<file path="src/rtl/hps_pkg.sv">
// Package: shared constants and the byte-wide CRC-32 step for the peer selector.
package hps_pkg;

    localparam int unsigned HashW     = 64;
    localparam int unsigned CrcW      = 32;
    localparam int unsigned HealthW   = 17;
    localparam int unsigned TimesW    = 64;
    localparam int unsigned CountW    = 5;
    localparam int unsigned CfgW      = 6;
    localparam logic [CrcW-1:0] CrcInit = 32'hFFFF_FFFF;
    localparam logic [CrcW-1:0] CrcPoly = 32'hEDB8_8320;

    localparam logic [1:0] ModeWrite  = 2'd0;
    localparam logic [1:0] ModeBegin  = 2'd1;
    localparam logic [1:0] ModeSelect = 2'd2;

    // Fold one byte into a reflected CRC-32, LSB first.
    function automatic logic [CrcW-1:0] crc_byte(input logic [CrcW-1:0] crc_in,
                                                 input logic [7:0] data);
        logic [CrcW-1:0] c;
        c = crc_in ^ {24'd0, data};
        for (int b = 0; b < 8; b++) begin
            c = c[0] ? ((c >> 1) ^ CrcPoly) : (c >> 1);
        end
        return c;
    endfunction

endpackage

</file>
<file path="src/rtl/hps_ram.sv">
// Generic single-port-write, single-port-read RAM with registered read data.
module hps_ram #(
    parameter int unsigned WIDTH = 8,
    parameter int unsigned DEPTH = 32
) (
    input  logic                     clk,
    input  logic                     we,
    input  logic [$clog2(DEPTH)-1:0] waddr,
    input  logic [WIDTH-1:0]         wdata,
    input  logic                     re,
    input  logic [$clog2(DEPTH)-1:0] raddr,
    output logic [WIDTH-1:0]         rdata
);

    logic [WIDTH-1:0] mem [DEPTH];

    // Write port
    always_ff @(posedge clk)
    begin
        if (we)
        begin
            mem[waddr] <= wdata;
        end
    end

    // Registered read port
    always_ff @(posedge clk)
    begin
        if (re)
        begin
            rdata <= mem[raddr];
        end
    end

endmodule

</file>
<file path="src/rtl/hash_peer_selector_with_rehash.sv">
// Top level: hash-based peer selector with CRC-32 rehash and peer health table.
//
// A word with mode 0 writes one peer entry, mode 1 starts a request from the
// cookie digest plus the client address, and mode 2 selects a peer. Each word
// gives exactly one result word. Modes 0, 1, 3 and an immediate round robin
// fallback go from acceptance through the done state into the output register.
// A selection probe runs the byte-serial unit that forms the hash remainder by
// the peer count together with the CRC-32 of the hash, then reads the peer
// table and then evaluates. With up to twenty probes per selection, the result
// moves from the done state into the output register before the next word is
// taken. A result that waits for the output side stalls the input only while
// it cannot move into the output register. The peer tables sit in two
// synchronous RAMs; per-entry valid bits make unwritten entries read as zero,
// so no clearing pass is run. A new word is accepted while the previous result
// still waits in the output register.
module hash_peer_selector_with_rehash #(
    parameter int unsigned MAX_PEERS   = 32,
    parameter int unsigned PROBE_LIMIT = 20
) (
    input  logic                          clk,
    input  logic                          rst_n,
    // configuration
    input  logic                          cfg_wr_en,
    input  logic [hps_pkg::CfgW-1:0]      cfg_wr_data,
    // input channel
    input  logic                          in_valid,
    output logic                          in_ready,
    input  logic [1:0]                    mode,
    input  logic [4:0]                    peer_addr,
    input  logic                          peer_down,
    input  logic [7:0]                    peer_fails,
    input  logic [7:0]                    peer_max_fails,
    input  logic [31:0]                   peer_fail_timeout,
    input  logic [31:0]                   peer_accessed,
    input  logic [63:0]                   cookie_digest,
    input  logic                          cookie_present,
    input  logic [31:0]                   client_ipv4,
    input  logic [31:0]                   now_seconds,
    // output channel
    output logic                          out_valid,
    input  logic                          out_ready,
    output logic [4:0]                    chosen_peer,
    output logic                          use_round_robin,
    output logic [4:0]                    peers_skipped
);

    import hps_pkg::*;

    localparam int unsigned AW = $clog2(MAX_PEERS);
    localparam int unsigned TW = AW + 1;

    typedef enum logic [2:0] {
        S_IDLE,
        S_MOD,
        S_RD,
        S_EVAL,
        S_DONE
    } state_t;

    state_t                 state_reg;
    logic [CfgW-1:0]        peer_count_reg;
    logic [MAX_PEERS-1:0]   tried_reg;
    logic [MAX_PEERS-1:0]   hvalid_reg;
    logic [MAX_PEERS-1:0]   tvalid_reg;
    logic [HashW-1:0]       running_hash_reg;
    logic [CountW-1:0]      probe_count_reg;
    logic                   armed_reg;
    logic [HashW-1:0]       h_reg;
    logic [HashW-1:0]       hs_reg;
    logic [TW-1:0]          rem_reg;
    logic [CrcW-1:0]        crc_reg;
    logic [2:0]             step_reg;
    logic [31:0]            now_reg;
    logic [CountW-1:0]      skip_reg;
    logic [AW-1:0]          res_peer_reg;
    logic                   res_rr_reg;
    logic                   out_valid_reg;
    logic [4:0]             out_peer_reg;
    logic                   out_rr_reg;
    logic [CountW-1:0]      out_skip_reg;

    logic                   accept;
    logic [TW-1:0]          n_eff;
    logic [TW-1:0]          rem_next;
    logic [CrcW-1:0]        crc_next;
    logic [AW-1:0]          probe_p;
    logic [AW-1:0]          wr_addr;
    logic                   wr_addr_ok;
    logic                   h_we;
    logic [AW-1:0]          h_waddr;
    logic [HealthW-1:0]     h_wdata;
    logic                   t_we;
    logic [HealthW-1:0]     h_rdata;
    logic [TimesW-1:0]      t_rdata;
    logic [HealthW-1:0]     hv;
    logic [TimesW-1:0]      tv;
    logic                   untried;
    logic                   healthy;
    logic                   expired;
    logic                   take;
    logic [33:0]            age;
    logic [CountW-1:0]      probe_inc;

    assign accept     = in_valid && in_ready;
    assign in_ready   = (state_reg == S_IDLE);
    assign probe_p    = rem_reg[AW-1:0];
    assign wr_addr    = AW'(peer_addr);
    assign wr_addr_ok = (32'(peer_addr) < MAX_PEERS);

    // Clamp the configured peer count to the table size
    assign n_eff = (32'(peer_count_reg) > MAX_PEERS) ? TW'(MAX_PEERS) : TW'(peer_count_reg);

    // Eight remainder bits and one CRC byte per cycle
    always_comb
    begin
        logic [TW-1:0] r;
        logic [TW:0]   t;
        r = rem_reg;
        for (int i = 0; i < 8; i++) begin
            t = {r, hs_reg[HashW-1-i]};
            if (t >= {1'b0, n_eff})
            begin
                t = t - {1'b0, n_eff};
            end
            r = t[TW-1:0];
        end
        rem_next = r;
        crc_next = crc_byte(crc_reg, h_reg[8*step_reg +: 8]);
    end

    // Peer health evaluation on the table read data
    assign hv      = hvalid_reg[probe_p] ? h_rdata : '0;
    assign tv      = tvalid_reg[probe_p] ? t_rdata : '0;
    assign untried = !tried_reg[probe_p];
    assign healthy = (hv[7:0] == 8'd0) || (hv[15:8] < hv[7:0]);
    assign age     = {2'b00, now_reg} - {2'b00, tv[31:0]};
    assign expired = $signed(age) > $signed({2'b00, tv[63:32]});
    assign take    = untried && !hv[16] && (healthy || expired);
    assign probe_inc = (probe_count_reg < CountW'(31)) ? probe_count_reg + 1'b1
                                                        : probe_count_reg;

    // Table write port: mode 0 writes, a timed-out peer gets its fails cleared
    always_comb
    begin
        h_we    = 1'b0;
        h_waddr = wr_addr;
        h_wdata = {peer_down, peer_fails, peer_max_fails};
        t_we    = accept && (mode == ModeWrite) && wr_addr_ok;
        if (t_we)
        begin
            h_we = 1'b1;
        end
        else if (state_reg == S_EVAL && take && !healthy)
        begin
            h_we    = 1'b1;
            h_waddr = probe_p;
            h_wdata = {hv[16], 8'd0, hv[7:0]};
        end
    end

    hps_ram #(.WIDTH(HealthW), .DEPTH(MAX_PEERS)) u_health (
        .clk   (clk),
        .we    (h_we),
        .waddr (h_waddr),
        .wdata (h_wdata),
        .re    (state_reg == S_RD),
        .raddr (probe_p),
        .rdata (h_rdata)
    );

    hps_ram #(.WIDTH(TimesW), .DEPTH(MAX_PEERS)) u_times (
        .clk   (clk),
        .we    (t_we),
        .waddr (wr_addr),
        .wdata ({peer_fail_timeout, peer_accessed}),
        .re    (state_reg == S_RD),
        .raddr (probe_p),
        .rdata (t_rdata)
    );

    // Sequencer, request state and output register
    always_ff @(posedge clk or negedge rst_n)
    begin
        if (!rst_n)
        begin
            state_reg        <= S_IDLE;
            peer_count_reg   <= CfgW'(1);
            tried_reg        <= '0;
            hvalid_reg       <= '0;
            tvalid_reg       <= '0;
            running_hash_reg <= '0;
            probe_count_reg  <= '0;
            armed_reg        <= 1'b0;
            out_valid_reg    <= 1'b0;
        end
        else
        begin
            if (cfg_wr_en)
            begin
                peer_count_reg <= cfg_wr_data;
            end
            if (h_we)
            begin
                hvalid_reg[h_waddr] <= 1'b1;
            end
            if (t_we)
            begin
                tvalid_reg[wr_addr] <= 1'b1;
            end
            if (out_valid_reg && out_ready)
            begin
                out_valid_reg <= 1'b0;
            end

            unique case (state_reg)
                S_IDLE:
                begin
                    if (accept)
                    begin
                        res_peer_reg <= '0;
                        res_rr_reg   <= 1'b0;
                        skip_reg     <= '0;
                        now_reg      <= now_seconds;
                        h_reg        <= running_hash_reg;
                        hs_reg       <= running_hash_reg;
                        rem_reg      <= '0;
                        crc_reg      <= CrcInit;
                        step_reg     <= '0;
                        state_reg    <= S_DONE;
                        if (mode == ModeBegin)
                        begin
                            running_hash_reg <= cookie_digest + {32'd0, client_ipv4};
                            tried_reg        <= '0;
                            probe_count_reg  <= '0;
                            armed_reg        <= cookie_present;
                        end
                        else if (mode == ModeSelect)
                        begin
                            if (32'(probe_count_reg) > PROBE_LIMIT || n_eff <= TW'(1)
                                || !armed_reg)
                            begin
                                res_rr_reg <= 1'b1;
                            end
                            else
                            begin
                                state_reg <= S_MOD;
                            end
                        end
                    end
                end
                S_MOD:
                begin
                    rem_reg  <= rem_next;
                    crc_reg  <= crc_next;
                    hs_reg   <= hs_reg << 8;
                    step_reg <= step_reg + 1'b1;
                    if (step_reg == 3'd7)
                    begin
                        state_reg <= S_RD;
                    end
                end
                S_RD:
                begin
                    crc_reg   <= crc_reg ^ CrcInit;
                    state_reg <= S_EVAL;
                end
                S_EVAL:
                begin
                    if (untried)
                    begin
                        tried_reg[probe_p] <= 1'b1;
                    end
                    if (take)
                    begin
                        running_hash_reg <= h_reg;
                        res_peer_reg     <= probe_p;
                        state_reg        <= S_DONE;
                    end
                    else
                    begin
                        if (untried)
                        begin
                            skip_reg <= skip_reg + 1'b1;
                        end
                        probe_count_reg <= probe_inc;
                        if (32'(probe_inc) >= PROBE_LIMIT)
                        begin
                            res_rr_reg <= 1'b1;
                            state_reg  <= S_DONE;
                        end
                        else
                        begin
                            h_reg     <= h_reg + {32'd0, crc_reg};
                            hs_reg    <= h_reg + {32'd0, crc_reg};
                            rem_reg   <= '0;
                            crc_reg   <= CrcInit;
                            step_reg  <= '0;
                            state_reg <= S_MOD;
                        end
                    end
                end
                S_DONE:
                begin
                    if (!out_valid_reg || out_ready)
                    begin
                        out_valid_reg <= 1'b1;
                        out_peer_reg  <= res_rr_reg ? 5'd0 : 5'(res_peer_reg);
                        out_rr_reg    <= res_rr_reg;
                        out_skip_reg  <= skip_reg;
                        state_reg     <= S_IDLE;
                    end
                end
                default:
                begin
                    state_reg <= S_IDLE;
                end
            endcase
        end
    end

    assign out_valid       = out_valid_reg;
    assign chosen_peer     = out_peer_reg;
    assign use_round_robin = out_rr_reg;
    assign peers_skipped   = out_skip_reg;

endmodule

</file>
<file path="config.mk">
export PLATFORM = sky130hd
export DESIGN_NAME = hash_peer_selector_with_rehash
export DESIGN_NICKNAME = d
export VERILOG_FILES = /design/src/rtl/hps_pkg.sv /design/src/rtl/hps_ram.sv /design/src/rtl/hash_peer_selector_with_rehash.sv
export SDC_FILE = /design/constraint.sdc
export NUM_CORES = 2
export LEC_CHECK = 0
export BUFFER_PORTS_ARGS = -buffer_cell sky130_fd_sc_hd__buf_2
export CAP_MARGIN = 20
export CORE_ASPECT_RATIO = 0.75
export CORE_MARGIN = 1.5
export CORE_UTILIZATION = 40
export DETAILED_ROUTE_END_ITERATION = 8
export GPL_TIMING_DRIVEN = 0
export PLACE_DENSITY = 0.55
export SLEW_MARGIN = 40
export SYNTH_ARGS = -nofsm -noshare
export SYNTH_HDL_FRONTEND = slang
export SYNTH_SLANG_ARGS = --single-unit
</file>
<file path="constraint.sdc">
create_clock -name clk -period 22.5 [get_ports clk]
set_clock_uncertainty 0.15 [all_clocks]
set_input_delay 0 -clock clk [delete_from_list [all_inputs] [get_ports clk]]
set_output_delay 0 -clock clk [all_outputs]
set_load 0.02 [all_outputs]
</file>
## After elaboration in Yosys (flattened, before gate mapping)

Memory sizes are Yosys's and may differ from the RTL's. A register that Yosys moved wholly into a read port is not among the register bits.
Cells that the tools add are included.

| word-level totals | value |
|---|---|
| memories | 2 |
| register bits after elaboration | 399 |
| input port bits | 228 |
| word-level logic and storage cells | 223 |
| memory bits (writable) | 2592 |
| output and inout port bits | 13 |

Memories:

| name | depth | bits a word | read ports | clocked after memory_dff | wr ports | RTL line | text |
|---|---|---|---|---|---|---|---|
| u_times.mem | 32 | 64 | 1 | 1 | 1 | hps_ram.sv:15 | `logic [WIDTH-1:0] mem [DEPTH];` |
| u_health.mem | 32 | 17 | 1 | 1 | 1 | hps_ram.sv:15 |  |

| operators by class | value |
|---|---|
| reduce and logical (&&, ||, !) cells | 39 |
| bitwise gates (word level) | 13 |
| multiplexer cells | 96 |
| add/subtract/negate cells | 14 |
| shift operators | 1 |
| equality and inequality tests | 16 |
| order comparisons | 21 |

Operator list:

| cell | number |
|---|---|
| $mux W32 | 14 |
| $mux W64 | 7 |
| $pmux W64 S2 | 2 |
| $pmux W64 S3 | 1 |
| $add A64 B32 Y64 | 2 |
| $pmux W32 S4 | 1 |
| $not A13 Y14 | 8 |
| $or A32 B32 Y32 | 3 |
| $mux W6 | 12 |
| $pmux W32 S2 | 1 |
| $shiftx A64 B7 Y8 | 1 |
| $ge A7 B6 Y1 | 8 |
| $mux W17 | 3 |
| $mux W5 | 10 |
| $sub A6 B6 Y6 | 8 |
| $gt A33 B33 Y1 | 1 |
| $mux W3 | 11 |
| $sub A32 B32 Y33 | 1 |
| $not A32 Y32 | 1 |
| $xor A32 B8 Y32 | 1 |
| $pmux W5 S2 | 3 |
| $reduce_and A5 Y1 | 5 |
| $mux W1 | 21 |
| $lt A5 B6 Y1 const B | 3 |
| other kinds (33) | 72 |

## Depth between registers and ports, before layout

| depth | value |
|---|---|
| word-level depth | 19 |
| gate-level depth with buffers | 78 |
| gate-level depth less buffers | 75 |

## Hierarchy

From an unflattened synthesis, not the netlist that was laid out.

| unflattened totals | value |
|---|---|
| cell total of the unflattened synthesis | 7395 |
| area total of the unflattened synthesis | 130093.5 um^2 |

Modules (own cells, without submodules):

| module | times used | cells each | area each (um^2) |
|---|---|---|---|
| hps_ram at u_times | 1 | 3097 | 79605.1 |
| hash_peer_selector_with_rehash | 1 | 3086 | 28581.2 |
| hps_ram at u_health | 1 | 1212 | 21907.3 |

## Least setup slack after synthesis

Ideal clock, no wire load.

| timing | value |
|---|---|
| path kind | register to register |
| start point | register peer_count_reg[5] |
| end point | register rem_reg[1], data pin |
| data arrival time | 15580 ps |
| required time | 22090 ps |
| slack | 6510 ps |
| setup time | 260 ps |
| stages on the path, launching flop included | 76 |
| cell sequence | dfrtp_1 -> inv_1 -> nand2_1 -> ha_1 -> nor2b_4 -> o2111a_1 -> o31a_1 -> nor2_2 -> a21o_1 -> ha_1 -> nor2b_1 -> o31a_1 -> o311a_1 -> a31oi_1 -> nand2_1 -> a21oi_1 -> ha_1 -> nor2b_1 -> [40 not listed] -> o21ai_0 -> nand2b_1 -> a31o_2 -> a21oi_1 -> and3b_1 -> a31oi_1 -> mux2_4 -> a221o_1 -> ha_1 -> inv_1 -> o21bai_1 -> a21o_1 -> a21oi_1 -> o21ai_0 -> a21oi_1 -> o211ai_4 -> mux2i_1 -> nor2_1 |

| on the way | value |
|---|---|
| word-level cells in the longest chain between the ends | 19 |
| elaborated cells on any way between the ends | 27 |
| those cells by class | add/sub: 8; order compare: 9; mux: 10 |

Ends and longest elaborated chain:

| item | RTL line | text |
|---|---|---|
| start: declaration | hash_peer_selector_with_rehash.sv:61 | `logic [CfgW-1:0] peer_count_reg;` |
| start signal: assignment | hash_peer_selector_with_rehash.sv:187 | `peer_count_reg <= CfgW'(1);` |
| start signal: assignment | hash_peer_selector_with_rehash.sv:200 | `peer_count_reg <= cfg_wr_data;` |
| $gt A6 B6 Y1 | hash_peer_selector_with_rehash.sv:111 | `assign n_eff = (32'(peer_count_reg) > MAX_PEERS) ? TW'(MAX_PEERS) : TW'(peer_count_reg);` |
| $mux W6 (*) | hash_peer_selector_with_rehash.sv:111 |  |
| $sub A6 B6 Y6 / $ge A7 B6 Y1 (equally long branches) | hash_peer_selector_with_rehash.sv:123, hash_peer_selector_with_rehash.sv:121 |  |
| $mux W6 | hash_peer_selector_with_rehash.sv:121 | `if (t >= {1'b0, n_eff})` |
| $sub A6 B6 Y6 / $ge A7 B6 Y1 (equally long branches) | hash_peer_selector_with_rehash.sv:123, hash_peer_selector_with_rehash.sv:121 |  |
| $mux W6 | hash_peer_selector_with_rehash.sv:121 |  |
| $sub A6 B6 Y6 / $ge A7 B6 Y1 (equally long branches) | hash_peer_selector_with_rehash.sv:123, hash_peer_selector_with_rehash.sv:121 |  |
| $mux W6 | hash_peer_selector_with_rehash.sv:121 |  |
| [3 not listed] | - |  |
| $mux W6 | hash_peer_selector_with_rehash.sv:121 |  |
| $sub A6 B6 Y6 / $ge A7 B6 Y1 (equally long branches) | hash_peer_selector_with_rehash.sv:123, hash_peer_selector_with_rehash.sv:121 |  |
| $mux W6 | hash_peer_selector_with_rehash.sv:121 |  |
| $ge A7 B6 Y1 / $sub A6 B6 Y6 (equally long branches) | hash_peer_selector_with_rehash.sv:121, hash_peer_selector_with_rehash.sv:123 |  |
| $mux W6 | hash_peer_selector_with_rehash.sv:121 |  |
| $sub A6 B6 Y6 / $ge A7 B6 Y1 (equally long branches) | hash_peer_selector_with_rehash.sv:123, hash_peer_selector_with_rehash.sv:121 |  |
| $mux W6 (*) | hash_peer_selector_with_rehash.sv:121 |  |
| $pmux W6 S3 (*) | hash_peer_selector_with_rehash.sv:215 | `unique case (state_reg)` |
| end signal: assignment | hash_peer_selector_with_rehash.sv:253 | `rem_reg <= rem_next;` |
| end: declaration | hash_peer_selector_with_rehash.sv:70 | `logic [TW-1:0] rem_reg;` |

Every way passes the cells marked *; elsewhere a longest branch is shown, timed or not.
A chain may end at the register's enable or synchronous reset.

## Worst setup path in the final report

| timing | value |
|---|---|
| start point | register rem_reg[0] |
| end point | register rem_reg[1], data pin |

| on the way | value |
|---|---|
| word-level cells in the longest chain between the ends | 17 |
| elaborated cells on any way between the ends | 25 |
| those cells by class | add/sub: 8; order compare: 8; mux: 9 |

Ends and longest elaborated chain:

| item | RTL line |
|---|---|
| $sub A6 B6 Y6 / $ge A7 B6 Y1 (equally long branches) | hash_peer_selector_with_rehash.sv:123, hash_peer_selector_with_rehash.sv:121 |
| $mux W6 (*) | hash_peer_selector_with_rehash.sv:121 |
| $sub A6 B6 Y6 / $ge A7 B6 Y1 (equally long branches) | hash_peer_selector_with_rehash.sv:123, hash_peer_selector_with_rehash.sv:121 |
| $mux W6 (*) | hash_peer_selector_with_rehash.sv:121 |
| $sub A6 B6 Y6 / $ge A7 B6 Y1 (equally long branches) | hash_peer_selector_with_rehash.sv:123, hash_peer_selector_with_rehash.sv:121 |
| $mux W6 (*) | hash_peer_selector_with_rehash.sv:121 |
| $sub A6 B6 Y6 / $ge A7 B6 Y1 (equally long branches) | hash_peer_selector_with_rehash.sv:123, hash_peer_selector_with_rehash.sv:121 |
| $mux W6 (*) | hash_peer_selector_with_rehash.sv:121 |
| $sub A6 B6 Y6 / $ge A7 B6 Y1 (equally long branches) | hash_peer_selector_with_rehash.sv:123, hash_peer_selector_with_rehash.sv:121 |
| $mux W6 (*) | hash_peer_selector_with_rehash.sv:121 |
| $ge A7 B6 Y1 / $sub A6 B6 Y6 (equally long branches) | hash_peer_selector_with_rehash.sv:121, hash_peer_selector_with_rehash.sv:123 |
| $mux W6 (*) | hash_peer_selector_with_rehash.sv:121 |
| $ge A7 B6 Y1 / $sub A6 B6 Y6 (equally long branches) | hash_peer_selector_with_rehash.sv:121, hash_peer_selector_with_rehash.sv:123 |
| $mux W6 (*) | hash_peer_selector_with_rehash.sv:121 |
| $sub A6 B6 Y6 / $ge A7 B6 Y1 (equally long branches) | hash_peer_selector_with_rehash.sv:123, hash_peer_selector_with_rehash.sv:121 |
| $mux W6 (*) | hash_peer_selector_with_rehash.sv:121 |
| $pmux W6 S3 (*) | hash_peer_selector_with_rehash.sv:215 |

Marked as above.

==> results.yml <==
critical_path:
  critPathTopFamily: "compound AO/OA/AOI/OAI gates"
  cpPeakStageDelay_ns: 0.58
  crit_required_ns: 22.97
  crit_arrival_ns: 20.25
  endpoint_kind: "flip-flop"
  crit_slowest_cell: "buf_2"
  path_max_fanout: 10
  start_kind: "flip-flop"
  crit_type: "reg2reg"
  path_buf_inv: 12
  critical_path.most_common_cell: "o21ai_0"
synthesis:
  synthSimpleGateAreaFrac: 0.0437
  async_flop_share: 0.0573
  synth.cell_area_sq_um: 127000
  synth_top_area_share: 0.686
  synth_cells: 6970
  ys_ff_latch: 3072
  synth_top_family_by_area: "multiplexers"
  synth_edf_count: 2896
  synth-xor-area-share: 0.0165
  synth_fa_ha_area_frac: 0.0203
  yosysWarnings: 0
  synth_compound_area_frac: 0.0589
  ys.flop_type: "edfxtp_1"
  avgSynthCellArea_sq_um: 18.2
  ys_seq_area_frac: 0.721
  yosys.area.top_type: "edfxtp_1"
  synthMuxAreaShare: 0.127
  yosys-top-cells-area: "edfxtp_1 69%, mux4_2 12%, dfrtp_1 3.5%, a22oi_1 2.0%, ha_1 1.9%"
  synth_cell_type_count: 82
  syn_nets: 7397
clocking:
  clk_pin_slew_ns: 0.07
  tritoncts: "built"
  cts_made_buffers: 310
  cts_htree_levels: 5
  clockBufferDepth: 4
  cts_resized: 0
  cts-root-buf: "clkbuf_16"
  clk_latency_ns: 0.93
  cts.sinks: 3072
floorplanning:
  initial_utilization: 0.403
  chipWidth_microns: 653
  die_area_sq_um: 320000
  core_sq_um: 314000
  rows: 178
  die_h_microns: 490
  pin_count: 241
timing:
  slew_violations: 0
  fmax_mhz: 50.5
  fin_tns_setup_ns: 0
  setup_viol: 0
  period_minus_slack_ns: 19.78
  rsz0062_at_grt: "no"
  worst_pin_slew_ns: 0.934
  whs_ns: 0.0414
  hold_violations: 0
  relSlewSlack: 0.377
  post-route-period-util: 0.879
place:
  numPortBuffers: 236
  hpwlAfterDp_microns: 313000
  dp.cells: 11900
  gp_congestion: 0.915
  dpl_cell_area_sq_um: 141000
global_routing:
  grt_overflow: 0
  grt_pass1_vias: 74700
  grt_pass1_wl_microns: 604000
  grt_antenna_before_repair: 51
  grt_max_degree: 69
  grt_usage: 0.272
final_layout:
  drive_gt1_frac: 0.265
  instances_no_fill: 12900
  regMostFlops: "u_times.mem"
  nets: 8843
  largest_register_ffs: 2048
  reg_top3: "u_times.mem: 2048 flops, u_health.mem: 544 flops"
  mostFrequentLayoutCells: "2896 x edfxtp_1, 688 x mux4_2, 432 x nand2_1, 417 x dlygate4sd3_1, 388 x buf_2"
  layout_commonest_cell: "edfxtp_1"
  design_area_sq_um: 155000
  area_growth_pct: 22.6
drt:
  highest_layer: "met5"
  wl_per_cell_microns: 34.3
  drt_first_pass_iters: 6
  drtIter0Drc: 11600
  wl_met3_microns: 51600
  wl_met1_microns: 187000
  drc: 0
  drt-total-wl_microns: 442000
  wl_met2_microns: 191000
  antenna_left: 0
  vias_per_cell: 6.05
  vias: 78100
hold_path:
  worst_hold_path_type: "in2reg"
job:
  drv_cap: 0
status:
  outcome: "completed"
-- stage by stage --
step,setup slack [ns],utilization
2_1_floorplan,6.51,-
3_3_place_gp,1.44,0.423
3_5_place_dp,3.14,0.449
4_1_cts,3.03,0.494
5_1_grt,1.48,0.494
6_report,2.72,0.494
-- cells in the mapped netlist (28+ instances only) --
master,n
o21ai_0,189
xor2_1,98
o211ai_1,41
mux2i_1,31
nand3_1,42
inv_1,70
xnor2_1,139
nor2b_1,33
nor2_1,266
edfxtp_1,2896
dfrtp_1,175
a22oi_1,345
mux4_2,688
ha_1,188
buf_1,72
nor3_1,55
a21o_1,75
o22ai_1,28
or2_2,60
a21oi_1,264
and3_1,46
o21a_1,44
nand2_1,433
clkbuf_1,252
nand4_1,113
-- worst paths after layout --
check	start	endpoint	slack, ns	cells past startpoint
max in group asynchronous	rst_n	hvalid_reg[24]	20.40	8
min reg2reg	hvalid_reg[26]	hvalid_reg[26]	0.32	1
max	rem_reg[0]	rem_reg[1]	2.72	77
max reg2reg	rem_reg[0]	rem_reg[1]	2.72	77
min in group asynchronous	rst_n	running_hash_reg[61]	0.56	5
min	peer_fail_timeout[8]	u_times.mem[28][40]	0.04	2
-- metal layers --
metal  vias to the layer above  track usage
met3                       618       0.0704
met4                        10       0.0694
met5                         -            0
met1                     41400        0.408
met2                      4713        0.394
li1                      31300            -
-- logic make-up (layout without fill, tap and decap cells) --
group                      after synthesis  count (layout)
AOI/OAI and AO/OA                     1136            1136
xor gates and xnor gates               238             238
adders and majority gates              199             199
buffers and inverters                  415            2095
DFF                                   3072            3072
muxes                                  741             741
other                                    0              15
and+or+nand+nor                       1169            1169
-- area by class of cell --
type | instances | area [sq um]
fillers | 25900 | 159000
flip-flops and latches | 3072 | 91400
multi-input cells | 3483 | 34600
repair buffers | 1134 | 12400
clock buffers | 388 | 8290
well taps | 4230 | 5290
plain buffers | 345 | 1670
clock inverters | 158 | 1430
inverters | 70 | 268
diodes | 15 | 37.5
-- repair_timing --
action                    4_1_cts  5_1_grt
hold endpoints to repair     3447       46
setup buffers                   0        0
hold buffers                  440        1
Power is not shown: default switching activity piles up to over one toggle a cycle in this logic, so the estimate is an artifact.
